<file path="src/rtl/deq_pkg.sv">
package deq_pkg;

	localparam int DATA_W  = 32;
	localparam int COUNT_W = 5;

	localparam logic [2:0] KIND_PUSH_FRONT = 3'd0;
	localparam logic [2:0] KIND_PUSH_BACK  = 3'd1;
	localparam logic [2:0] KIND_POP_FRONT  = 3'd2;
	localparam logic [2:0] KIND_POP_BACK   = 3'd3;
	localparam logic [2:0] KIND_DUMP       = 3'd4;

	localparam logic [1:0] STATUS_DONE  = 2'd0;
	localparam logic [1:0] STATUS_EMPTY = 2'd1;
	localparam logic [1:0] STATUS_FULL  = 2'd2;

	typedef struct packed {
		logic [2:0]               kind;
		logic signed [DATA_W-1:0] value;
	} in_t;

	typedef struct packed {
		logic [1:0]               status;
		logic signed [DATA_W-1:0] item_value;
		logic [COUNT_W-1:0]       count;
		logic                     last;
	} out_t;

endpackage

</file>
<file path="src/rtl/double_ended_queue_unit.sv">
// Channel   Signals                          Payload
// -------   ------------------------------   ---------------------------------
// input     in_valid / in_ready / in_data    kind, value
// output    out_valid / out_ready / out_data status, item_value, count, last
//
// One request at a time. Push: result goes straight to the output register.
// Pop: one RAM read, then the result. Dump: one read, then one element per
// cycle unless the output stalls; next read issued while current is sent.
// A finished result sits in the output register while the next request is
// taken; a second result waits in a hold register and stops intake.
// Reset clears state, pointers, count and out_valid; the RAM is not cleared.
module double_ended_queue_unit #(
	parameter int CAPACITY = 16
) (
	input  logic           clk,
	input  logic           arst_n,
	input  logic           in_valid,
	output logic           in_ready,
	input  deq_pkg::in_t   in_data,
	output logic           out_valid,
	input  logic           out_ready,
	output deq_pkg::out_t  out_data
);

	localparam int IW = (CAPACITY > 1) ? $clog2(CAPACITY) : 1;
	localparam int CW = $clog2(CAPACITY + 1);
	localparam int OW = deq_pkg::COUNT_W;

	typedef enum logic [1:0] {ST_IDLE, ST_READ, ST_DUMP, ST_HOLD} state_t;

	state_t        state_q;
	logic [IW-1:0] front_q;
	logic [CW-1:0] cnt_q;
	logic [IW-1:0] idx_q;
	logic          more_q;
	deq_pkg::out_t hold_q;
	deq_pkg::out_t out_q;
	logic          out_valid_q;

	logic                       acc;
	logic                       slot_free;
	logic                       full;
	logic                       empty;
	logic                       is_push;
	logic                       is_pop;
	logic [IW-1:0]              front_dec;
	logic [IW-1:0]              front_inc;
	logic [IW:0]                nxt_off;
	logic                       dump_last;
	logic                       mem_we;
	logic [IW-1:0]              mem_waddr;
	logic                       mem_re;
	logic [IW-1:0]              mem_raddr;
	logic [deq_pkg::DATA_W-1:0] mem_rdata;
	logic [CW-1:0]              cnt_inc;
	logic [CW-1:0]              cnt_dec;
	deq_pkg::out_t              res;
	logic                       res_emit;

	function automatic logic [IW-1:0] ring(input logic [IW-1:0] a, input logic [IW-1:0] b);
		logic [IW:0] s;
		s = {1'b0, a} + {1'b0, b};
		if (s >= (IW+1)'(CAPACITY)) begin
			s = s - (IW+1)'(CAPACITY);
		end
		return s[IW-1:0];
	endfunction

	function automatic logic [OW-1:0] cnt5(input logic [CW-1:0] c);
		logic [CW+OW-1:0] e;
		e = {{OW{1'b0}}, c};
		return e[OW-1:0];
	endfunction

	assign in_ready  = (state_q == ST_IDLE);
	assign acc       = in_valid && in_ready;
	assign slot_free = !out_valid_q || out_ready;
	assign full      = (cnt_q == CW'(CAPACITY));
	assign empty     = (cnt_q == '0);
	assign is_push   = (in_data.kind == deq_pkg::KIND_PUSH_FRONT) ||
	                   (in_data.kind == deq_pkg::KIND_PUSH_BACK);
	assign is_pop    = (in_data.kind == deq_pkg::KIND_POP_FRONT) ||
	                   (in_data.kind == deq_pkg::KIND_POP_BACK) ||
	                   (in_data.kind == deq_pkg::KIND_DUMP);
	assign front_dec = (front_q == '0) ? IW'(CAPACITY - 1) : front_q - 1'b1;
	assign front_inc = ring(front_q, IW'(1));
	assign cnt_inc   = cnt_q + 1'b1;
	assign cnt_dec   = cnt_q - 1'b1;
	assign nxt_off   = {1'b0, idx_q} + 1'b1;
	assign dump_last = (nxt_off == (IW+1)'(cnt_q));

	always_comb begin
		mem_we    = acc && is_push && !full;
		mem_waddr = (in_data.kind == deq_pkg::KIND_PUSH_FRONT) ? front_dec
		                                                       : ring(front_q, cnt_q[IW-1:0]);
		mem_re    = 1'b0;
		mem_raddr = front_q;
		if (acc && is_pop && !empty) begin
			mem_re = 1'b1;
			if (in_data.kind == deq_pkg::KIND_POP_BACK) begin
				mem_raddr = ring(front_q, cnt_dec[IW-1:0]);
			end
		end else if (state_q == ST_DUMP && !dump_last && slot_free) begin
			mem_re    = 1'b1;
			mem_raddr = ring(front_q, nxt_off[IW-1:0]);
		end else if (state_q == ST_HOLD && more_q && slot_free) begin
			mem_re    = 1'b1;
			mem_raddr = ring(front_q, idx_q);
		end
	end

	always_comb begin
		res      = '0;
		res_emit = 1'b0;
		unique case (state_q)
			ST_IDLE: begin
				res.last = 1'b1;
				res.count = cnt5(cnt_q);
				if (acc && is_push) begin
					res_emit = 1'b1;
					if (full) begin
						res.status = deq_pkg::STATUS_FULL;
					end else begin
						res.status = deq_pkg::STATUS_DONE;
						res.count  = cnt5(cnt_inc);
					end
				end else if (acc && is_pop && empty) begin
					res_emit   = 1'b1;
					res.status = deq_pkg::STATUS_EMPTY;
				end
			end
			ST_READ: begin
				res_emit       = 1'b1;
				res.status     = deq_pkg::STATUS_DONE;
				res.item_value = mem_rdata;
				res.count      = cnt5(cnt_q);
				res.last       = 1'b1;
			end
			ST_DUMP: begin
				res_emit       = 1'b1;
				res.status     = deq_pkg::STATUS_DONE;
				res.item_value = mem_rdata;
				res.count      = cnt5(cnt_q);
				res.last       = dump_last;
			end
			ST_HOLD: begin
				res = hold_q;
			end
			default: begin
				res = '0;
			end
		endcase
	end

	always_ff @(posedge clk or negedge arst_n) begin
		if (!arst_n) begin
			state_q     <= ST_IDLE;
			front_q     <= '0;
			cnt_q       <= '0;
			idx_q       <= '0;
			more_q      <= 1'b0;
			out_valid_q <= 1'b0;
		end else begin
			if ((res_emit || state_q == ST_HOLD) && slot_free) begin
				out_valid_q <= 1'b1;
			end else if (out_ready) begin
				out_valid_q <= 1'b0;
			end
			if (res_emit) begin
				if (slot_free) begin
					out_q <= res;
				end else begin
					hold_q <= res;
				end
			end
			unique case (state_q)
				ST_IDLE: begin
					if (acc) begin
						case (in_data.kind)
							deq_pkg::KIND_PUSH_FRONT,
							deq_pkg::KIND_PUSH_BACK: begin
								if (!full) begin
									cnt_q <= cnt_inc;
									if (in_data.kind == deq_pkg::KIND_PUSH_FRONT) begin
										front_q <= front_dec;
									end
								end
								more_q <= 1'b0;
								if (!slot_free) begin
									state_q <= ST_HOLD;
								end
							end
							deq_pkg::KIND_POP_FRONT,
							deq_pkg::KIND_POP_BACK: begin
								more_q <= 1'b0;
								if (empty) begin
									if (!slot_free) begin
										state_q <= ST_HOLD;
									end
								end else begin
									cnt_q   <= cnt_dec;
									state_q <= ST_READ;
									if (in_data.kind == deq_pkg::KIND_POP_FRONT) begin
										front_q <= front_inc;
									end
								end
							end
							deq_pkg::KIND_DUMP: begin
								more_q <= 1'b0;
								idx_q  <= '0;
								if (empty) begin
									if (!slot_free) begin
										state_q <= ST_HOLD;
									end
								end else begin
									state_q <= ST_DUMP;
								end
							end
							default: begin
							end
						endcase
					end
				end
				ST_READ: begin
					more_q  <= 1'b0;
					state_q <= slot_free ? ST_IDLE : ST_HOLD;
				end
				ST_DUMP: begin
					if (dump_last) begin
						more_q  <= 1'b0;
						state_q <= slot_free ? ST_IDLE : ST_HOLD;
					end else begin
						idx_q  <= nxt_off[IW-1:0];
						more_q <= 1'b1;
						if (!slot_free) begin
							state_q <= ST_HOLD;
						end
					end
				end
				ST_HOLD: begin
					if (slot_free) begin
						out_q   <= hold_q;
						state_q <= more_q ? ST_DUMP : ST_IDLE;
					end
				end
				default: begin
					state_q <= ST_IDLE;
				end
			endcase
		end
	end

	deq_ram #(
		.DEPTH(CAPACITY),
		.AW(IW)
	) u_ram (
		.clk  (clk),
		.we   (mem_we),
		.waddr(mem_waddr),
		.wdata(in_data.value),
		.re   (mem_re),
		.raddr(mem_raddr),
		.rdata(mem_rdata)
	);

	assign out_valid = out_valid_q;
	assign out_data  = out_q;

	a_cnt_bound: assert property (@(posedge clk) disable iff (!arst_n)
		cnt_q <= CW'(CAPACITY))
		else $error("element count above capacity");

	a_no_rw_overlap: assert property (@(posedge clk) disable iff (!arst_n)
		mem_we |-> !mem_re)
		else $error("RAM write and read in the same cycle");

	a_push_count: assert property (@(posedge clk) disable iff (!arst_n)
		mem_we |=> cnt_q == $past(cnt_inc))
		else $error("accepted push did not raise the count");

	a_hold_blocks: assert property (@(posedge clk) disable iff (!arst_n)
		(state_q == ST_HOLD) |-> (!in_ready && out_valid_q))
		else $error("hold state without a pending output");

endmodule

</file>
<file path="src/rtl/deq_ram.sv">
module deq_ram #(
	parameter int DEPTH = 16,
	parameter int AW = 4
) (
	input  logic                        clk,
	input  logic                        we,
	input  logic [AW-1:0]               waddr,
	input  logic [deq_pkg::DATA_W-1:0]  wdata,
	input  logic                        re,
	input  logic [AW-1:0]               raddr,
	output logic [deq_pkg::DATA_W-1:0]  rdata
);

	logic [deq_pkg::DATA_W-1:0] mem_q [DEPTH];
	logic [deq_pkg::DATA_W-1:0] rdata_q;

	always_ff @(posedge clk) begin
		if (we) begin
			mem_q[waddr] <= wdata;
		end
		if (re) begin
			rdata_q <= mem_q[raddr];
		end
	end

	assign rdata = rdata_q;

endmodule
</file>
<file path="config.mk">
export PLATFORM = sky130hd
export DESIGN_NAME = double_ended_queue_unit
export DESIGN_NICKNAME = d
export VERILOG_FILES = /design/src/rtl/deq_pkg.sv /design/src/rtl/double_ended_queue_unit.sv /design/src/rtl/deq_ram.sv
export SDC_FILE = /design/constraint.sdc
export NUM_CORES = 1
export LEC_CHECK = 0
export BUFFER_PORTS_ARGS = -buffer_cell sky130_fd_sc_hd__buf_2
export CAP_MARGIN = 20
export CORE_ASPECT_RATIO = 1.75
export CORE_MARGIN = 2
export CORE_UTILIZATION = 60
export CTS_CLUSTER_DIAMETER = 150
export DETAILED_ROUTE_END_ITERATION = 6
export HOLD_SLACK_MARGIN = 0.06
export PLACE_DENSITY = 0.87
export SLEW_MARGIN = 20
export SYNTH_ARGS = -nofsm -noshare
export SYNTH_HDL_FRONTEND = slang
export SYNTH_SLANG_ARGS = --single-unit
</file>
<file path="constraint.sdc">
create_clock -name clk -period 5.1 [get_ports clk]
set_input_delay 1.53 -clock clk [delete_from_list [all_inputs] [get_ports clk]]
set_output_delay 1.53 -clock clk [all_outputs]
set_load 0.02 [all_outputs]
</file>
Word-level counts from Yosys, hierarchy flattened

Memory sizes are Yosys's and may differ from the RTL's. A register that Yosys moved wholly into a read port is not among the register bits.
Index checks and enable logic that the tools add are counted.

Flip-flop bits (word level): 97
RAM bits: 512
Bits of input ports: 39
Output and inout bits: 42
Word-level logic and storage cells: 150
Memories: 1

Add/sub/neg operators: 14
Order comparisons: 5
Equality and inequality tests: 19
Multiplexer cells: 58
Bitwise operators: 1
Reductions and logical operators: 38

Memory list:

| memory      | depth | bits a word | read ports | clocked after memory_dff | write ports | line          | source |
|---|---|---|---|---|---|---|---|
| u_ram.mem_q | 16    | 32          | 1          | 1                        | 1           | deq_ram.sv:14 | `logic [deq_pkg::DATA_W-1:0] mem_q [DEPTH];` |

Operator list:

| kind                | count |
|---|---|
| $mux 40             | 4 |
| $mux 4              | 18 |
| $pmux 32 s2         | 1 |
| $ge 5x5->1 const B  | 5 |
| $pmux 6 s4          | 1 |
| $sub 4x1->4 const B | 6 |
| $add 4x4->5         | 4 |
| $mux 2              | 10 |
| $pmux 4 s2          | 2 |
| $mux 5              | 3 |
| $ne 2x2->1 const B  | 7 |
| $mux 1              | 13 |
| $pmux 2 s3          | 2 |
| $logic_and 1x1->1   | 11 |
| $add 4x1->5 const B | 2 |
| $pmux 5 s2          | 1 |
| $reduce_and 3->1    | 3 |
| $pmux 2 s4          | 1 |
| $reduce_and 4->1    | 2 |
| $reduce_and 7->1    | 1 |
| $eq 3x2->1 const B  | 2 |
| $reduce_bool 2->1   | 3 |
| $reduce_or 2->1     | 3 |
| $add 5x1->5 const B | 1 |
| other kinds (20)    | 29 |

Depth between registers and ports, before layout

Depth in word-level cells: 12
Depth in mapped cells: 15
Depth with buffers taken out: 12

Modules after synthesis

From an unflattened synthesis, not the netlist that was laid out.

Cell total of the unflattened synthesis: 1350
Area, all modules: 25862.3 µm²

Modules (own cells, without submodules):

| module                  | times used | cells an instance | area each (µm²) | seq. area each (µm²) |
|---|---|---|---|---|
| deq_ram                 | 1          | 838               | 20155.6         | 16335.7 |
| double_ended_queue_unit | 1          | 512               | 5706.7          | 2827.7 |

Least setup slack after synthesis

Ideal clock, no wire load.

Path kind: input to register
Start point: in in_data[34] (netlist name)
End point: mem u_ram.mem_q[2][0] (netlist name), enable pin
Setup time: 0.421 ns
Data arrival time: 4.130 ns
Data required time: 4.679 ns
Slack: 0.549 ns
Cell stages on the path: 7
Path buffers: 2
Path through: clkbuf_1 > or3_1 > clkbuf_1 > nor2_1 > a22o_1 > nand4_1 > nor2_1

Word-level cells in the longest chain between the ends: 6
Elaborated cells between the ends (all ways): 8
Those cells by class: eq/ne: 1; mux: 3; reduce/logical: 4

RTL lines:

| what                                                 | line                                                                                        | source |
|---|---|---|
| start: declaration                                   | double_ended_queue_unit.sv:19                                                               | `input deq_pkg::in_t in_data,` |
| $eq 3x1->1 / $logic_not 3->1 (equally long branches) | double_ended_queue_unit.sv:81, double_ended_queue_unit.sv:80, double_ended_queue_unit.sv:94 |  |
| $logic_or 1x1->1                                     | double_ended_queue_unit.sv:80                                                               | `assign is_push = (in_data.kind == deq_pkg::KIND_PUSH_FRONT) \|\|` |
| $logic_and 1x1->1 (2 in series)                      | double_ended_queue_unit.sv:93                                                               | `mem_we = acc && is_push && !full;` |
| $mux 1                                               | deq_ram.sv:18                                                                               | `if (we) begin` |
| $mux 1 (implied by the code)                         | deq_ram.sv:19                                                                               | `mem_q[waddr] <= wdata;` |
| end: declaration                                     | deq_ram.sv:14                                                                               |  |

Several ways; a longest one is shown, not always the timed one.

Final worst setup path

Start point: reg cnt_q[0]
End point: reg u_ram.rdata_q, in the netlist u_ram.rdata[0], read port of u_ram.mem_q (data pin)

Word-level cells in the longest chain between the ends: 6
Elaborated cells between the ends (all ways): 17
Those cells by class: add/sub: 3; order compare: 1; eq/ne: 1; mux: 6; reduce/logical: 6

RTL lines:

| what                                                  | line                                                          | source |
|---|---|---|
| start: declaration                                    | double_ended_queue_unit.sv:33                                 | `logic [CW-1:0] cnt_q;` |
| start signal: assignment                              | double_ended_queue_unit.sv:183                                | `cnt_q <= cnt_inc;` |
| start signal: assignment                              | double_ended_queue_unit.sv:201                                | `cnt_q <= cnt_dec;` |
| $sub 5x1->5 / $eq 5x5->1 (equally long branches)      | double_ended_queue_unit.sv:88, double_ended_queue_unit.sv:90  |  |
| $add 4x4->5 / $logic_not 1->1 (equally long branches) | double_ended_queue_unit.sv:62, double_ended_queue_unit.sv:103 |  |
| $sub 4x1->4 (tied with other cells)                   | double_ended_queue_unit.sv:64                                 | `s = s - (IW+1)'(CAPACITY);` |
| $mux 4 / $logic_and 1x1->1 (equally long branches)    | double_ended_queue_unit.sv:63, double_ended_queue_unit.sv:103 |  |
| $mux 4 (tied with other cells)                        | double_ended_queue_unit.sv:100                                | `if (in_data.kind == deq_pkg::KIND_POP_BACK) begin` |
| $mux 4 / $mux 1 (equally long branches)               | double_ended_queue_unit.sv:98                                 | `if (acc && is_pop && !empty) begin` |
| end: declaration                                      | deq_ram.sv:15                                                 | `logic [deq_pkg::DATA_W-1:0] rdata_q;` |

Several ways; a longest one is shown, not always the timed one.
A chain may end at the register's enable or synchronous reset.

==> run_summary.xml <==
<?xml version="1.0" encoding="UTF-8"?>
<metrics>
  <group name="run_status">
    <metric name="status" unit="">finished, final reports clean</metric>
  </group>
  <group name="detailed_routing">
    <metric name="drt-total-wl" unit="um">63600</metric>
    <metric name="firstDrtPassIters" unit="">5</metric>
    <metric name="drc" unit="">0</metric>
    <metric name="first_iter_violations" unit="">1937</metric>
    <metric name="num_vias" unit="">16100</metric>
    <metric name="wl_per_cell" unit="um">26.4</metric>
    <metric name="detail_route.vias_per_cell" unit="">6.65</metric>
    <metric name="drt.antenna.violating_nets" unit="">0</metric>
  </group>
  <group name="clock_network">
    <metric name="cts_num_sinks" unit="">641</metric>
    <metric name="clk_pin_slew" unit="ns">0.07</metric>
    <metric name="ctsHtreeMaxLevel" unit="">2</metric>
    <metric name="clk-insertion-delay-late" unit="ns">0.60</metric>
    <metric name="tritoncts" unit="">done</metric>
    <metric name="cts_post_setup_buffers_inserted" unit="">0</metric>
    <metric name="resized_cells_post_cts" unit="">0</metric>
    <metric name="root_buffer" unit="">sky130_fd_sc_hd__clkbuf_16</metric>
    <metric name="numCtsBuffers" unit="">52</metric>
    <metric name="clockBufferDepth" unit="">3</metric>
    <metric name="cts_hold_buf" unit="">0</metric>
  </group>
  <group name="logic_synthesis">
    <metric name="dominant_combinational_cell_family_by_area_after_synthesis" unit="">multiplexers</metric>
    <metric name="ys_seq_area_share" unit="%">70.5</metric>
    <metric name="per_instance_average_area_after_synthesis" unit="sq um">16.0</metric>
    <metric name="synthDistinctLibCells" unit="">56</metric>
    <metric name="synth_enable_flop_cells" unit="">624</metric>
    <metric name="yosys-mux-area-fraction" unit="%">12.8</metric>
    <metric name="ys_async_sr_fraction" unit="%">2.65</metric>
    <metric name="dominantRegCellSynth" unit="">sky130_fd_sc_hd__edfxtp_1</metric>
    <metric name="yosys.area_share.xor_xnor" unit="%">0.741</metric>
    <metric name="mappedNetlistArea" unit="sq um">27200</metric>
    <metric name="ys_warn_count" unit="">0</metric>
    <metric name="synth-compound-area-share" unit="%">9.42</metric>
    <metric name="synth.ff_latch_count" unit="">641</metric>
    <metric name="postSynthNetCount" unit="">1770</metric>
    <metric name="arithmetic_cell_share_of_the_synthesized_area_counting_full_adders_half_adders_and_majority_gates" unit="%">1.44</metric>
    <metric name="synth-simple-area-share" unit="%">2.88</metric>
    <metric name="post_synth_inst_count" unit="">1702</metric>
  </group>
  <group name="floorplan">
    <metric name="die_x_extent" unit="um">165</metric>
    <metric name="core_area" unit="sq um">45000</metric>
    <metric name="dieArea" unit="sq um">47100</metric>
    <metric name="starting_density" unit="%">60.5</metric>
    <metric name="io_pins" unit="">81</metric>
    <metric name="dieHeight" unit="um">286</metric>
    <metric name="rows" unit="">103</metric>
  </group>
  <group name="placement">
    <metric name="place_hpwl" unit="um">36600</metric>
    <metric name="dp_cells" unit="">2316</metric>
    <metric name="globalplace.congestion" unit="">0.849</metric>
    <metric name="io_buffers" unit="">80</metric>
    <metric name="post_dp_cell_area" unit="sq um">28600</metric>
  </group>
  <group name="layout">
    <metric name="post_layout_nonfiller_instances" unit="">2413</metric>
    <metric name="final_design_area_no_fill" unit="sq um">30300</metric>
    <metric name="finish.net_count" unit="">1861</metric>
    <metric name="layout.filler_cells" unit="">2748</metric>
    <metric name="area.growth.synth_to_final" unit="%">11.6</metric>
    <metric name="multi_input_combinational_cell_area" unit="sq um">7600</metric>
    <metric name="post_route_cells_drive_above_1_share" unit="%">19.6</metric>
    <metric name="finish.utilization" unit="%">67.5</metric>
    <metric name="seq_area" unit="sq um">19200</metric>
  </group>
  <group name="setup_path">
    <metric name="worst-endpoint-required" unit="ns">5.56</metric>
    <metric name="critical_path_peak_fanout" unit="">17</metric>
    <metric name="startpoint_type_of_the_worst_setup_path" unit="">flip-flop</metric>
    <metric name="end_kind" unit="">flip-flop</metric>
    <metric name="critical_path_arrival" unit="ns">4.80</metric>
    <metric name="critical_path_type" unit="">reg -&gt; reg</metric>
  </group>
  <group name="timing">
    <metric name="timing_max_transition_violations_final" unit="">0</metric>
    <metric name="final-setup-viol-count" unit="">0</metric>
    <metric name="finalClockSkew" unit="ns">0.0177</metric>
    <metric name="slew_headroom" unit="%">44.9</metric>
    <metric name="post-route-min-period" unit="ns">4.34</metric>
    <metric name="worst-slew-pin-transition" unit="ns">0.826</metric>
    <metric name="totalNegativeSetupSlack" unit="ns">0</metric>
    <metric name="fin_crit_sh" unit="%">85.1</metric>
    <metric name="rsz0062_at_grt" unit="">no</metric>
    <metric name="whs" unit="ns">0.586</metric>
    <metric name="fmaxAchievable" unit="MHz">231</metric>
    <metric name="final_hold_violations" unit="">0</metric>
  </group>
  <group name="grt">
    <metric name="grt_max_degree" unit="">92</metric>
    <metric name="groute.layer.met3.usage" unit="%">4.55</metric>
    <metric name="grt.overflow.total" unit="">0</metric>
    <metric name="grt_use_met1" unit="%">32.3</metric>
    <metric name="global_route.peak_usage_layer" unit="">met2</metric>
    <metric name="vias_in_the_first_global_route" unit="">16500</metric>
    <metric name="global_route.usage.total" unit="%">27.1</metric>
    <metric name="grt_use_met2" unit="%">46.9</metric>
    <metric name="initial_antenna_violation_count" unit="">6</metric>
    <metric name="global_route_wire_length_before_repair" unit="um">95900</metric>
  </group>
  <group name="pwr">
    <metric name="leakagePower" unit="nW">10.9</metric>
    <metric name="power_per_cell_area" unit="nW/um^2">681</metric>
    <metric name="peakVddDrop" unit="V">0.000718</metric>
  </group>
  <group name="hold_path">
    <metric name="hold_path_class" unit="">reg -&gt; reg</metric>
  </group>
  <group name="run">
    <metric name="number_of_maximum_capacitance_constraint_violations" unit="">0</metric>
  </group>
</metrics>
==> final timing paths <==
path | startpoint | end | slack, ns | depth (start not counted)
worst max-delay path | cnt_q[0] | u_ram.rdata[0] | 0.76 | 13
worst min-delay path | u_ram.rdata[0] | hold_q[6] | 0.59 | 1
worst max register to register | cnt_q[0] | u_ram.rdata[0] | 0.76 | 13
worst min register to register | u_ram.rdata[0] | hold_q[6] | 0.59 | 1
max in group asynchronous | arst_n | front_q[1] | 3.42 | 2
min in group asynchronous | arst_n | state_q[1] | 1.14 | 2
==> sequential cells by signal, summed over array words and instances (netlist names) <==
signal       flops
cnt_q            5
front_q          4
hold_q          40
idx_q            4
more_q           1
out_data        40
out_valid        1
state_q          2
u_ram.mem_q    512
u_ram.rdata     32
==> metal layers <==
layer	vias to the layer above	part of all wire [%]
met5	-	0.020
met4	2	5.1
met3	223	7.8
met2	931	52
met1	7984	35
li1	6916	-
==> cells in the final DEF, fill, tap and decap left out, types with 4 or more instances in the layout <==
master	count
sky130_fd_sc_hd__clkinv_1	14
sky130_fd_sc_hd__and3_1	5
sky130_fd_sc_hd__nand2_1	35
sky130_fd_sc_hd__fa_1	4
sky130_fd_sc_hd__o211ai_1	5
sky130_fd_sc_hd__o22ai_1	33
sky130_fd_sc_hd__nor2_1	78
sky130_fd_sc_hd__o21ai_0	65
sky130_fd_sc_hd__dfrtp_1	17
sky130_fd_sc_hd__ha_1	25
sky130_fd_sc_hd__xnor2_1	19
sky130_fd_sc_hd__mux2i_1	200
sky130_fd_sc_hd__a22o_1	39
sky130_fd_sc_hd__buf_4	52
sky130_fd_sc_hd__clkbuf_1	7
sky130_fd_sc_hd__a221o_1	33
sky130_fd_sc_hd__xor2_1	4
sky130_fd_sc_hd__buf_2	80
sky130_fd_sc_hd__clkinv_2	9
sky130_fd_sc_hd__clkbuf_16	53
sky130_fd_sc_hd__a21o_1	7
sky130_fd_sc_hd__or3_1	7
sky130_fd_sc_hd__nand3_1	8
sky130_fd_sc_hd__buf_12	14
sky130_fd_sc_hd__nor3_1	7
sky130_fd_sc_hd__o31ai_1	6
sky130_fd_sc_hd__a22oi_1	80
sky130_fd_sc_hd__nor2_4	16
sky130_fd_sc_hd__mux2_2	106
sky130_fd_sc_hd__mux2_1	24
sky130_fd_sc_hd__bufinv_16	7
sky130_fd_sc_hd__a21oi_1	84
sky130_fd_sc_hd__edfxtp_1	624
sky130_fd_sc_hd__nand2b_1	4
sky130_fd_sc_hd__inv_1	18
==> final cells by class <==
cell class	instances	share of cell area (%)
multi-input cells	934	25.1
clock inverters	35	1.19
well taps	577	2.38
repair buffers	146	3.53
clock buffers	60	4.46
diodes	2	0.0165
inverters	18	0.223
flip-flops and latches	641	63.2
==> synth_stat cells, drive strengths merged (4+ instances only) <==
master,instances,share of area [%]
edfxtp,624,69
mux2i,200,7.4
mux2,131,5.4
nor2,95,1.3
a21oi,86,1.6
a22oi,80,2.2
o21ai,67,1.2
buf,55,1.2
clkbuf,54,0.75
a22o,40,1.3
nand2,35,0.48
a221o,33,1.2
o22ai,33,0.76
ha,25,1.2
xnor2,19,0.61
inv,18,0.25
dfrtp,17,1.6
nand3,9,0.18
nor3,8,0.15
a21o,7,0.19
or3,7,0.16
and3,6,0.14
o31ai,6,0.17
o211ai,5,0.14
fa,4,0.29
nand2b,4,0.092
nor2b,4,0.092
xor2,4,0.13
==> metrics by stage <==
step                      power (mW)  setup WS, ns
after global placement          16.0         0.473
final                           20.7         0.762
after CTS                       20.6         0.805
after floorplan                 13.9         0.549
after global routing            21.6         0.590
after detailed placement        16.4         0.431
==> worst max-delay path: stages (launching register included) <==
cell and delay (ns):
sky130_fd_sc_hd__dfrtp_1 0.58, sky130_fd_sc_hd__inv_1 0.18, sky130_fd_sc_hd__ha_1 0.32, sky130_fd_sc_hd__inv_1 0.16, sky130_fd_sc_hd__ha_1 0.26, sky130_fd_sc_hd__a21o_1 0.18
sky130_fd_sc_hd__a21oi_1 0.17, sky130_fd_sc_hd__xnor2_1 0.10, sky130_fd_sc_hd__nor4_1 0.50, sky130_fd_sc_hd__or3_1 0.28, sky130_fd_sc_hd__nand3_2 0.53, sky130_fd_sc_hd__buf_12 0.40
sky130_fd_sc_hd__o22ai_1 0.35, sky130_fd_sc_hd__a221o_1 0.17
==> cell families (layout without fill, tap and decap cells) <==
family	Yosys count	in the layout
other	0	2
and+or+nand+nor	177	177
buffers and inverters	127	259
AOI/OAI and AO/OA	374	374
xor gates and xnor gates	23	23
adders and majority gates	29	29
DFF	641	641
muxes	331	331
==> report_power, final <==
| group | switching (mW) | internal (mW) | total [mW] | leakage [nW] |
|---|---|---|---|---|
| clock network | 1.81 | 2.26 | 4.07 | 0.836 |
| registers | 0.506 | 6.72 | 7.22 | 5.89 |
| logic | 5.40 | 3.97 | 9.37 | 4.13 |
(Power assumes the default switching activity.)
